`src/rtl/lpg_pkg.sv`:
```
// Shared types and constants for the landmark point grouping block.
package lpg_pkg;

	localparam int MAX_POINTS_DEF = 64;
	localparam int COORD_W        = 11;
	localparam int DIST_W         = 12;
	localparam int GSIZE_W        = 7;
	localparam int SQ_W           = 2 * COORD_W;
	localparam int D2_W           = SQ_W + 1;
	localparam int LIM_W          = 2 * DIST_W;
	localparam int CFG_ADDR_W     = 2;
	localparam int IN_TDATA_W     = 24;
	localparam int OUT_TDATA_W    = 48;

	localparam logic [COORD_W-1:0] BOX_START = 11'd2000;
	localparam logic [COORD_W-1:0] PAD       = 11'd10;
	localparam logic [COORD_W-1:0] FIELD_MAX = 11'd2047;

	// Configuration register indexes.
	localparam logic [CFG_ADDR_W-1:0] CFG_MIN_DIST  = 2'd0;
	localparam logic [CFG_ADDR_W-1:0] CFG_MAX_DIST  = 2'd1;
	localparam logic [CFG_ADDR_W-1:0] CFG_MIN_GROUP = 2'd2;

	// One result item.
	typedef struct packed {
		logic               found;
		logic [COORD_W-1:0] roi_x;
		logic [COORD_W-1:0] roi_y;
		logic [COORD_W-1:0] roi_width;
		logic [COORD_W-1:0] roi_height;
		logic               last_roi;
	} roi_t;

	// Commands from the controller to the datapath.
	typedef struct packed {
		logic wr_en;
		logic seed_rd;
		logic seed_load;
		logic scan_issue;
		logic push;
		logic finish;
	} lpg_cmd_t;

	// Status from the datapath to the controller.
	typedef struct packed {
		logic flag_s;
		logic flag_k;
		logic pipe_busy;
		logic group_big;
		logic out_free;
	} lpg_stat_t;

endpackage

```
`src/rtl/lpg_ctrl.sv`:
```
// Controller state machine: loading, seed search, scan and result sequencing.
module lpg_ctrl import lpg_pkg::*; #(
	parameter int MAX_POINTS = MAX_POINTS_DEF,
	parameter int IDX_W      = $clog2(MAX_POINTS),
	parameter int CNT_W      = $clog2(MAX_POINTS + 1)
) (
	input  logic             clk,
	input  logic             arst_n,
	input  logic             in_valid,
	input  logic             in_last,
	output logic             in_ready,
	input  lpg_stat_t        stat,
	output lpg_cmd_t         cmd,
	output logic [IDX_W-1:0] wr_addr,
	output logic [IDX_W-1:0] s_addr,
	output logic [IDX_W-1:0] k_addr
);

	typedef enum logic [5:0] {
		ST_LOAD = 6'b000001,
		ST_SEEK = 6'b000010,
		ST_SEED = 6'b000100,
		ST_SCAN = 6'b001000,
		ST_EMIT = 6'b010000,
		ST_DONE = 6'b100000
	} state_t;

	state_t           state_q, state_d;
	logic [CNT_W-1:0] count_q, count_d;
	logic [CNT_W-1:0] s_q, s_d;
	logic [CNT_W-1:0] k_q, k_d;

	assign wr_addr = count_q[IDX_W-1:0];
	assign s_addr  = s_q[IDX_W-1:0];
	assign k_addr  = k_q[IDX_W-1:0];

	// Next-state and command decode.
	always_comb begin
		state_d  = state_q;
		count_d  = count_q;
		s_d      = s_q;
		k_d      = k_q;
		cmd      = '0;
		in_ready = 1'b0;
		unique case (state_q)
			ST_LOAD: begin
				in_ready = 1'b1;
				if (in_valid) begin
					if (count_q < CNT_W'(MAX_POINTS)) begin
						cmd.wr_en = 1'b1;
						count_d   = count_q + CNT_W'(1);
					end
					if (in_last) begin
						s_d     = '0;
						state_d = ST_SEEK;
					end
				end
			end
			ST_SEEK: begin
				if (s_q == count_q) begin
					state_d = ST_DONE;
				end else if (stat.flag_s) begin
					s_d = s_q + CNT_W'(1);
				end else begin
					cmd.seed_rd = 1'b1;
					state_d     = ST_SEED;
				end
			end
			ST_SEED: begin
				cmd.seed_load = 1'b1;
				k_d           = s_q + CNT_W'(1);
				state_d       = ST_SCAN;
			end
			ST_SCAN: begin
				if (k_q != count_q) begin
					cmd.scan_issue = !stat.flag_k;
					k_d            = k_q + CNT_W'(1);
				end else if (!stat.pipe_busy) begin
					state_d = ST_EMIT;
				end
			end
			ST_EMIT: begin
				if (!stat.group_big) begin
					s_d     = s_q + CNT_W'(1);
					state_d = ST_SEEK;
				end else if (stat.out_free) begin
					cmd.push = 1'b1;
					s_d      = s_q + CNT_W'(1);
					state_d  = ST_SEEK;
				end
			end
			ST_DONE: begin
				if (stat.out_free) begin
					cmd.finish = 1'b1;
					count_d    = '0;
					state_d    = ST_LOAD;
				end
			end
			default: state_d = ST_LOAD;
		endcase
	end

	// Control registers.
	always_ff @(posedge clk or negedge arst_n) begin
		if (!arst_n) begin
			state_q <= ST_LOAD;
			count_q <= '0;
			s_q     <= '0;
			k_q     <= '0;
		end else begin
			state_q <= state_d;
			count_q <= count_d;
			s_q     <= s_d;
			k_q     <= k_d;
		end
	end

endmodule

```
`src/rtl/lpg_dp.sv`:
```
// Datapath: point store, claim flags, distance pipeline, bounding box and output.
module lpg_dp import lpg_pkg::*; #(
	parameter int MAX_POINTS = MAX_POINTS_DEF,
	parameter int IDX_W      = $clog2(MAX_POINTS),
	parameter int CNT_W      = $clog2(MAX_POINTS + 1)
) (
	input  logic                  clk,
	input  logic                  arst_n,
	input  logic                  cfg_we,
	input  logic [CFG_ADDR_W-1:0] cfg_addr,
	input  logic [DIST_W-1:0]     cfg_data,
	input  logic [COORD_W-1:0]    in_x,
	input  logic [COORD_W-1:0]    in_y,
	input  lpg_cmd_t              cmd,
	input  logic [IDX_W-1:0]      wr_addr,
	input  logic [IDX_W-1:0]      s_addr,
	input  logic [IDX_W-1:0]      k_addr,
	output lpg_stat_t             stat,
	input  logic                  out_ready,
	output logic                  out_valid,
	output roi_t                  out_roi
);

	localparam int GW = (CNT_W > GSIZE_W) ? CNT_W : GSIZE_W;

	logic [DIST_W-1:0]   min_dist_q, max_dist_q;
	logic [GSIZE_W-1:0]  min_group_q;
	logic [LIM_W-1:0]    lo2_q, hi2_q;

	logic [COORD_W-1:0]  x_mem [MAX_POINTS];
	logic [COORD_W-1:0]  y_mem [MAX_POINTS];
	logic [COORD_W-1:0]  rd_x_q, rd_y_q;
	logic [IDX_W-1:0]    rd_addr;
	logic [MAX_POINTS-1:0] claimed_q;

	logic [COORD_W-1:0]  seed_x_q, seed_y_q;
	logic                valid_s1, valid_s2;
	logic [IDX_W-1:0]    idx_s1, idx_s2;
	logic [COORD_W-1:0]  x_s2, y_s2;
	logic [SQ_W-1:0]     sqx_s2, sqy_s2;
	logic [COORD_W-1:0]  dx, dy;
	logic [D2_W-1:0]     d2;
	logic                hit;

	logic [COORD_W-1:0]  bmin_x_q, bmin_y_q, bmax_x_q, bmax_y_q;
	logic [CNT_W-1:0]    members_q;
	roi_t                hold_q, new_roi;
	logic                hold_v_q;
	logic [COORD_W-1:0]  mx, my;
	logic [COORD_W:0]    wsum, hsum;

	// Configuration registers and squared limits.
	always_ff @(posedge clk or negedge arst_n) begin
		if (!arst_n) begin
			min_dist_q  <= '0;
			max_dist_q  <= DIST_W'(100);
			min_group_q <= GSIZE_W'(3);
		end else if (cfg_we) begin
			unique case (cfg_addr)
				CFG_MIN_DIST:  min_dist_q  <= cfg_data;
				CFG_MAX_DIST:  max_dist_q  <= cfg_data;
				CFG_MIN_GROUP: min_group_q <= cfg_data[GSIZE_W-1:0];
				default: ;
			endcase
		end
	end

	always_ff @(posedge clk) begin
		lo2_q <= min_dist_q * min_dist_q;
		hi2_q <= max_dist_q * max_dist_q;
	end

	// Point store: one write port, one registered read port.
	assign rd_addr = cmd.seed_rd ? s_addr : k_addr;

	always_ff @(posedge clk) begin
		if (cmd.wr_en) begin
			x_mem[wr_addr] <= in_x;
			y_mem[wr_addr] <= in_y;
		end
		if (cmd.seed_rd || cmd.scan_issue) begin
			rd_x_q <= x_mem[rd_addr];
			rd_y_q <= y_mem[rd_addr];
		end
	end

	// Distance pipeline: absolute differences and squares, then the window test.
	assign dx  = (rd_x_q > seed_x_q) ? rd_x_q - seed_x_q : seed_x_q - rd_x_q;
	assign dy  = (rd_y_q > seed_y_q) ? rd_y_q - seed_y_q : seed_y_q - rd_y_q;
	assign d2  = D2_W'(sqx_s2) + D2_W'(sqy_s2);
	assign hit = valid_s2 && (LIM_W'(d2) > lo2_q) && (LIM_W'(d2) < hi2_q);

	always_ff @(posedge clk or negedge arst_n) begin
		if (!arst_n) begin
			valid_s1 <= 1'b0;
			valid_s2 <= 1'b0;
		end else begin
			valid_s1 <= cmd.scan_issue;
			valid_s2 <= valid_s1;
		end
	end

	always_ff @(posedge clk) begin
		idx_s1 <= k_addr;
		idx_s2 <= idx_s1;
		x_s2   <= rd_x_q;
		y_s2   <= rd_y_q;
		sqx_s2 <= dx * dx;
		sqy_s2 <= dy * dy;
	end

	// Claim flags: set by the seed and by members, cleared after each set.
	always_ff @(posedge clk or negedge arst_n) begin
		if (!arst_n) begin
			claimed_q <= '0;
		end else if (cmd.finish) begin
			claimed_q <= '0;
		end else begin
			if (cmd.seed_load) claimed_q[s_addr] <= 1'b1;
			if (hit) claimed_q[idx_s2] <= 1'b1;
		end
	end

	// Seed latch, member count and bounding box.
	always_ff @(posedge clk) begin
		if (cmd.seed_load) begin
			seed_x_q  <= rd_x_q;
			seed_y_q  <= rd_y_q;
			members_q <= CNT_W'(1);
			bmin_x_q  <= (rd_x_q < BOX_START) ? rd_x_q : BOX_START;
			bmin_y_q  <= (rd_y_q < BOX_START) ? rd_y_q : BOX_START;
			bmax_x_q  <= rd_x_q;
			bmax_y_q  <= rd_y_q;
		end else if (hit) begin
			members_q <= members_q + CNT_W'(1);
			if (x_s2 < bmin_x_q) bmin_x_q <= x_s2;
			if (y_s2 < bmin_y_q) bmin_y_q <= y_s2;
			if (x_s2 > bmax_x_q) bmax_x_q <= x_s2;
			if (y_s2 > bmax_y_q) bmax_y_q <= y_s2;
		end
	end

	// Padded region of the finished group.
	always_comb begin
		mx   = (bmin_x_q >= PAD) ? bmin_x_q - PAD : bmin_x_q;
		my   = (bmin_y_q >= PAD) ? bmin_y_q - PAD : bmin_y_q;
		wsum = {1'b0, bmax_x_q} - {1'b0, mx} + {1'b0, PAD};
		hsum = {1'b0, bmax_y_q} - {1'b0, my} + {1'b0, PAD};
		new_roi            = '0;
		new_roi.found      = 1'b1;
		new_roi.roi_x      = mx;
		new_roi.roi_y      = my;
		new_roi.roi_width  = wsum[COORD_W] ? FIELD_MAX : wsum[COORD_W-1:0];
		new_roi.roi_height = hsum[COORD_W] ? FIELD_MAX : hsum[COORD_W-1:0];
	end

	// One region is held back until it is known whether it is the last one.
	always_ff @(posedge clk or negedge arst_n) begin
		if (!arst_n) begin
			hold_v_q  <= 1'b0;
			out_valid <= 1'b0;
		end else begin
			if (cmd.push) begin
				hold_v_q  <= 1'b1;
				out_valid <= hold_v_q;
			end else if (cmd.finish) begin
				hold_v_q  <= 1'b0;
				out_valid <= 1'b1;
			end else if (out_ready) begin
				out_valid <= 1'b0;
			end
		end
	end

	always_ff @(posedge clk) begin
		if (cmd.push) begin
			hold_q <= new_roi;
			if (hold_v_q) out_roi <= hold_q;
		end else if (cmd.finish) begin
			if (hold_v_q) begin
				out_roi          <= hold_q;
				out_roi.last_roi <= 1'b1;
			end else begin
				out_roi          <= '0;
				out_roi.last_roi <= 1'b1;
			end
		end
	end

	// Status back to the controller.
	assign stat.flag_s    = claimed_q[s_addr];
	assign stat.flag_k    = claimed_q[k_addr];
	assign stat.pipe_busy = valid_s1 || valid_s2;
	assign stat.group_big = GW'(members_q) > GW'(min_group_q);
	assign stat.out_free  = !out_valid || out_ready;

endmodule

```
`src/rtl/landmark_point_grouping_roi_core.sv`:
```
// Top level of the landmark point grouping block.
//
// Points stream in on the s_ channel, one transfer per cycle while loading.
// The transfer with s_tlast set closes the set and starts grouping; input
// is held off (s_tready low) until the set's results have been issued.
// Each region leaves on the m_ channel as one transfer; m_tuser is the
// found flag and m_tlast marks the final result of the set. A set with
// no region gives a single transfer with m_tuser low and m_tlast high.
// Grouping for a stored set: each unclaimed seed is read in ST_SEEK and
// latched in ST_SEED, then the later points are scanned, one per cycle,
// the distance pipeline drains and the group is emitted; a claimed seed
// is skipped. The single read port of the point store serialises the
// scan. One region is held back internally so that the last one can be
// flagged; a stalled m_ channel stops grouping at the next emit.
// Reset clears the set, the claim flags, the output and restores the
// configuration defaults (min 0, max 100, group size 3).
module landmark_point_grouping_roi_core import lpg_pkg::*; #(
	parameter int MAX_POINTS = MAX_POINTS_DEF
) (
	input  logic                   clk,
	input  logic                   arst_n,
	input  logic                   cfg_we,
	input  logic [CFG_ADDR_W-1:0]  cfg_addr,
	input  logic [DIST_W-1:0]      cfg_data,
	input  logic                   s_tvalid,
	output logic                   s_tready,
	input  logic [IN_TDATA_W-1:0]  s_tdata,   // point_x, point_y
	input  logic                   s_tlast,
	output logic                   m_tvalid,
	input  logic                   m_tready,
	output logic [OUT_TDATA_W-1:0] m_tdata,   // roi_x, roi_y, roi_width, roi_height
	output logic                   m_tuser,   // found
	output logic                   m_tlast
);

	localparam int IDX_W = $clog2(MAX_POINTS);
	localparam int CNT_W = $clog2(MAX_POINTS + 1);

	lpg_cmd_t         cmd;
	lpg_stat_t        stat;
	logic [IDX_W-1:0] wr_addr, s_addr, k_addr;
	roi_t             out_roi;

	lpg_ctrl #(
		.MAX_POINTS(MAX_POINTS),
		.IDX_W(IDX_W),
		.CNT_W(CNT_W)
	) u_ctrl (
		.clk(clk),
		.arst_n(arst_n),
		.in_valid(s_tvalid),
		.in_last(s_tlast),
		.in_ready(s_tready),
		.stat(stat),
		.cmd(cmd),
		.wr_addr(wr_addr),
		.s_addr(s_addr),
		.k_addr(k_addr)
	);

	lpg_dp #(
		.MAX_POINTS(MAX_POINTS),
		.IDX_W(IDX_W),
		.CNT_W(CNT_W)
	) u_dp (
		.clk(clk),
		.arst_n(arst_n),
		.cfg_we(cfg_we),
		.cfg_addr(cfg_addr),
		.cfg_data(cfg_data),
		.in_x(s_tdata[COORD_W-1:0]),
		.in_y(s_tdata[2*COORD_W-1:COORD_W]),
		.cmd(cmd),
		.wr_addr(wr_addr),
		.s_addr(s_addr),
		.k_addr(k_addr),
		.stat(stat),
		.out_ready(m_tready),
		.out_valid(m_tvalid),
		.out_roi(out_roi)
	);

	// Output packing.
	assign m_tdata = {4'b0, out_roi.roi_height, out_roi.roi_width,
		out_roi.roi_y, out_roi.roi_x};
	assign m_tuser = out_roi.found;
	assign m_tlast = out_roi.last_roi;

	// A result without a region always closes its set.
	a_nofound_last: assert property (@(posedge clk) disable iff (!arst_n)
		m_tvalid && !m_tuser |-> m_tlast)
		else $error("result without region not marked last");

	// Input is only taken while the scan pipeline is empty.
	a_load_idle: assert property (@(posedge clk) disable iff (!arst_n)
		s_tready |-> !stat.pipe_busy)
		else $error("input accepted while scan in flight");

	// Results are only written into a free output register.
	a_push_free: assert property (@(posedge clk) disable iff (!arst_n)
		cmd.push || cmd.finish |-> !m_tvalid || m_tready)
		else $error("output overwritten while stalled");

	// Scanning and seed loading never coincide.
	a_cmd_excl: assert property (@(posedge clk) disable iff (!arst_n)
		cmd.seed_load |-> !cmd.scan_issue && !stat.pipe_busy)
		else $error("seed loaded during scan");

endmodule

```
`config.mk`:
```
export PLATFORM = sky130hd
export DESIGN_NAME = landmark_point_grouping_roi_core
export DESIGN_NICKNAME = d
export VERILOG_FILES = /design/src/rtl/lpg_pkg.sv /design/src/rtl/lpg_ctrl.sv /design/src/rtl/lpg_dp.sv /design/src/rtl/landmark_point_grouping_roi_core.sv
export SDC_FILE = /design/constraint.sdc
export NUM_CORES = 2
export LEC_CHECK = 0
export BUFFER_PORTS_ARGS = -buffer_cell sky130_fd_sc_hd__buf_2
export CAP_MARGIN = 20
export CORE_AREA = 2 2 408 410
export CTS_BUF_LIST = sky130_fd_sc_hd__clkbuf_16
export CTS_CLUSTER_SIZE = 8
export DETAILED_ROUTE_END_ITERATION = 7
export DIE_AREA = 0 0 410 412
export PLACE_DENSITY = 0.79
export REMOVE_ABC_BUFFERS = 1
export SETUP_SLACK_MARGIN = 0.4
export SLEW_MARGIN = 15
export SYNTH_ARGS = -nofsm -noshare
export SYNTH_HDL_FRONTEND = slang
export SYNTH_SLANG_ARGS = --single-unit
```
`constraint.sdc`:
```
create_clock -name clk -period 8.4 [get_ports clk]
set_clock_uncertainty 0.05 [all_clocks]
set_input_delay 1.26 -clock clk [delete_from_list [all_inputs] [get_ports clk]]
set_output_delay 1.26 -clock clk [all_outputs]
set_load 0.01 [all_outputs]
```
==> metrics <==
post-synthesis async set-or-reset flop share 0.0684; slowest cell delay on critical path 0.59 ns; average size of a mapped cell about 14 sq um; Cells after Synth 6462; most frequent cells in the layout edfxtp_1, inv_1, mux2i_1, ha_1, nand2_1; Slew @ Worst Pin 1.33 ns; initial DRC count 5733; placed cell area 93800 sq um; crit-path most repeated cell fa_1; top post-synthesis cells by area edfxtp_1, fa_1, ha_1, mux2i_1, mux4_2; final slew viol count 0; H-tree depth 5; synthesized area about 90000 sq um; number of flops mapped to enable cells by yosys about 1600; CTS clk-pin slew, worst paths 0.06 ns; initial core utilization 0.548; clock root cell clkbuf_16; CTS tree built; clk buf depth 4; HP Class in -> async; drt via density 6.16; chip width 410 um; drt wl/cell 24.6 um; worst r2r src u_dp.rd_y_q[2]; # nets final 7552; status completed; Setup WS pre-CTS just over 0.06 ns; Worst path slowest cell fa_2; Syn. warnings 0; die area between 150000 and 200000 sq um; initial antenna violation count 10; post-DP HPWL approximately 140000 um; Placed Cells incl. Taps 8654; Max Cap Viol 0; worst-path fanout max 6; number of port buffers 89; register area share after synthesis 0.593; Core ar. 164000 sq um; reg-to-reg slack, setup 0.60 ns; prevailing post-synth register cell edfxtp_1; Final Hold Violating Endpoints 0; DR vias 55900; Boundary Pins 96; critical path endpoint u_dp.sqy_s2[21]; layout cells sized above 1 0.144; Startpoint Class flip-flop; Finished Cell Area 102000 sq um; Period Utilization, post-route 0.928; row cnt 149; reg2reg end u_dp.sqy_s2[21]; Filler Cells Inserted 11400; Worst-Skew Late Latency 0.89 ns; endpoint class of the critical path flip-flop; cell family with most CP delay adder cells; chip height 412 um; post-synth top area share 0.530; 1st-pass router iterations 6; post-synth cell types 80; most common cell after layout, fill and taps aside edfxtp_1; register bit total from synthesis between 1500 and 2000; GRT Residual Overflow 0; Worst EP arrival roughly 8.5 ns; Routed WL 223000 um; first-pass GRT wire length 337000 um; vias in the first global route 57500; Peak Freq ~130 MHz; Hold Buf Count CTS 0; Area growth syn-to-layout 13.7%; DRC 0; gpl congestion 0.903; CTS buffer count 281; final setup violation count 0; min Tclk post-route roughly 7.8 ns; Req. time, crit path 9.09 ns; clock sink count about 1800; Slew headroom 0.107; fin cells 9066; R2R depth 28; crit path from u_dp.rd_y_q[2]; CP Buf/Inv Count 3; final worst slack 0.604 ns; gr usage total 0.264; cell accounting for the most synthesized area edfxtp_1; Critical Path Stages 28; Detail Route Antenna Nets 0; largest net degree at the start of global routing roughly 110; Worst Setup Path Type reg -> reg; RSZ-0062 raised after global routing true
==> repair_timing <==
action / in CTS / in global routing
buffers inserted: 14 / 31
pin swaps: 15 / 34
resized for setup: 36 / 72
endpoints found under the hold margin: 0 / 0
setup endpoints to repair: 6 / 8
==> cell usage after synthesis (all sizes together), types with 29 or more instances <==
library cell / n
ha: 423
xnor2: 114
nand2: 392
a21o: 71
dfrtp: 120
o21ai: 128
inv: 607
a21oi: 159
dfxtp: 129
o22ai: 282
nor2: 281
o21a: 29
nor3: 52
and3: 51
mux4: 134
edfxtp: 1586
nand4: 54
buf: 95
fa: 288
clkbuf: 172
xor2: 53
nor2b: 103
nand2b: 51
and2: 116
mux2: 43
nand3: 80
mux2i: 465
nor4: 56
==> how the worst min path moves through the flow <==
| stage | start | to | slack [ns] | depth (start not counted) |
|---|---|---|---|---|
| floorplan | u_dp.idx_s1[0] | u_dp.idx_s2[0] | 0.26 | 0 |
| global placement | u_dp.idx_s1[3] | u_dp.idx_s2[3] | 0.26 | 0 |
| detailed placement | u_dp.idx_s1[4] | u_dp.idx_s2[4] | 0.26 | 0 |
| CTS | arst_n | u_dp.claimed_q[33] | 0.24 | 1 |
| global route | arst_n | u_dp.claimed_q[33] | 0.28 | 1 |
| finish | arst_n | u_dp.claimed_q[33] | 0.27 | 1 |
==> sequential cells by signal (all words and copies together), names as in the netlist, 12 cells and up <==
| register | count |
|---|---|
| u_dp.lo2_q | 23 |
| u_dp.max_dist_q | 12 |
| u_dp.y_mem | 704 |
| u_dp.x_mem | 704 |
| u_dp.claimed_q | 64 |
| u_dp.min_dist_q | 12 |
| u_dp.hold_q | 44 |
| u_dp.sqx_s2 | 21 |
| u_dp.sqy_s2 | 21 |
| u_dp.hi2_q | 23 |
| u_dp.out_roi | 46 |
==> logic make-up (layout without fill, tap and decap cells) <==
| kind of cell | count (synthesis) | in the layout | synth area share |
|---|---|---|---|
| compound gates | 904 | 904 | 0.0657 |
| xor+xnor | 168 | 168 | 0.0165 |
| fa+ha+maj | 711 | 711 | 0.123 |
| buf+inv | 874 | 1285 | 0.0384 |
| flops | 1841 | 1841 | 0.593 |
| mux | 642 | 642 | 0.0907 |
| other cells | 1 | 5 | 0.0000417 |
| simple gates | 1321 | 1321 | 0.0722 |
==> through the flow <==
stage	hold WS (ns)	utilization	setup TNS [ns]
final	0.272	0.623	0
after global routing	0.280	0.623	0
after CTS	0.239	0.619	0
after detailed placement	0.263	0.571	0
after global placement	0.260	0.571	0
after floorplan	0.260	-	-350.73
==> cell type report <==
cell class / instances / area (sq um) / area share
tap: 2189 / 2740 / 0.0268
multi-input combinational: 3750 / 34000 / 0.333
sequential: 1841 / 53400 / 0.522
clock inverter: 75 / 358 / 0.00350
clock buffer: 287 / 7180 / 0.0702
inverter: 607 / 2280 / 0.0223
timing repair buffer: 316 / 2320 / 0.0227
antenna: 1 / 2.50 / 0.0000245
==> worst reg2reg max path, delay by kind of cell (launching register included) <==
| family | cells | cell delay, ns |
|---|---|---|
| AO/OA/AOI/OAI | 10 | 2.45 |
| buffers and inverters | 3 | 0.17 |
| adder cells (fa/ha/maj) | 7 | 3.12 |
| AND/OR/NAND/NOR | 5 | 0.74 |
| XOR/XNOR | 2 | 0.36 |
| multiplexers | 1 | 0.32 |
| flip-flops | 1 | 0.45 |
==> metal layers <==
layer  vias up  wire, um  global-route usage
li1      24300         -                   -
met1     27900     81200               0.322
met2      2966    110000               0.446
met3       670     20800              0.0559
met4        16     11300               0.132
met5         -       103                   0
Power is not shown: default switching activity piles up to over one toggle a cycle in this logic, so the estimate is an artifact.
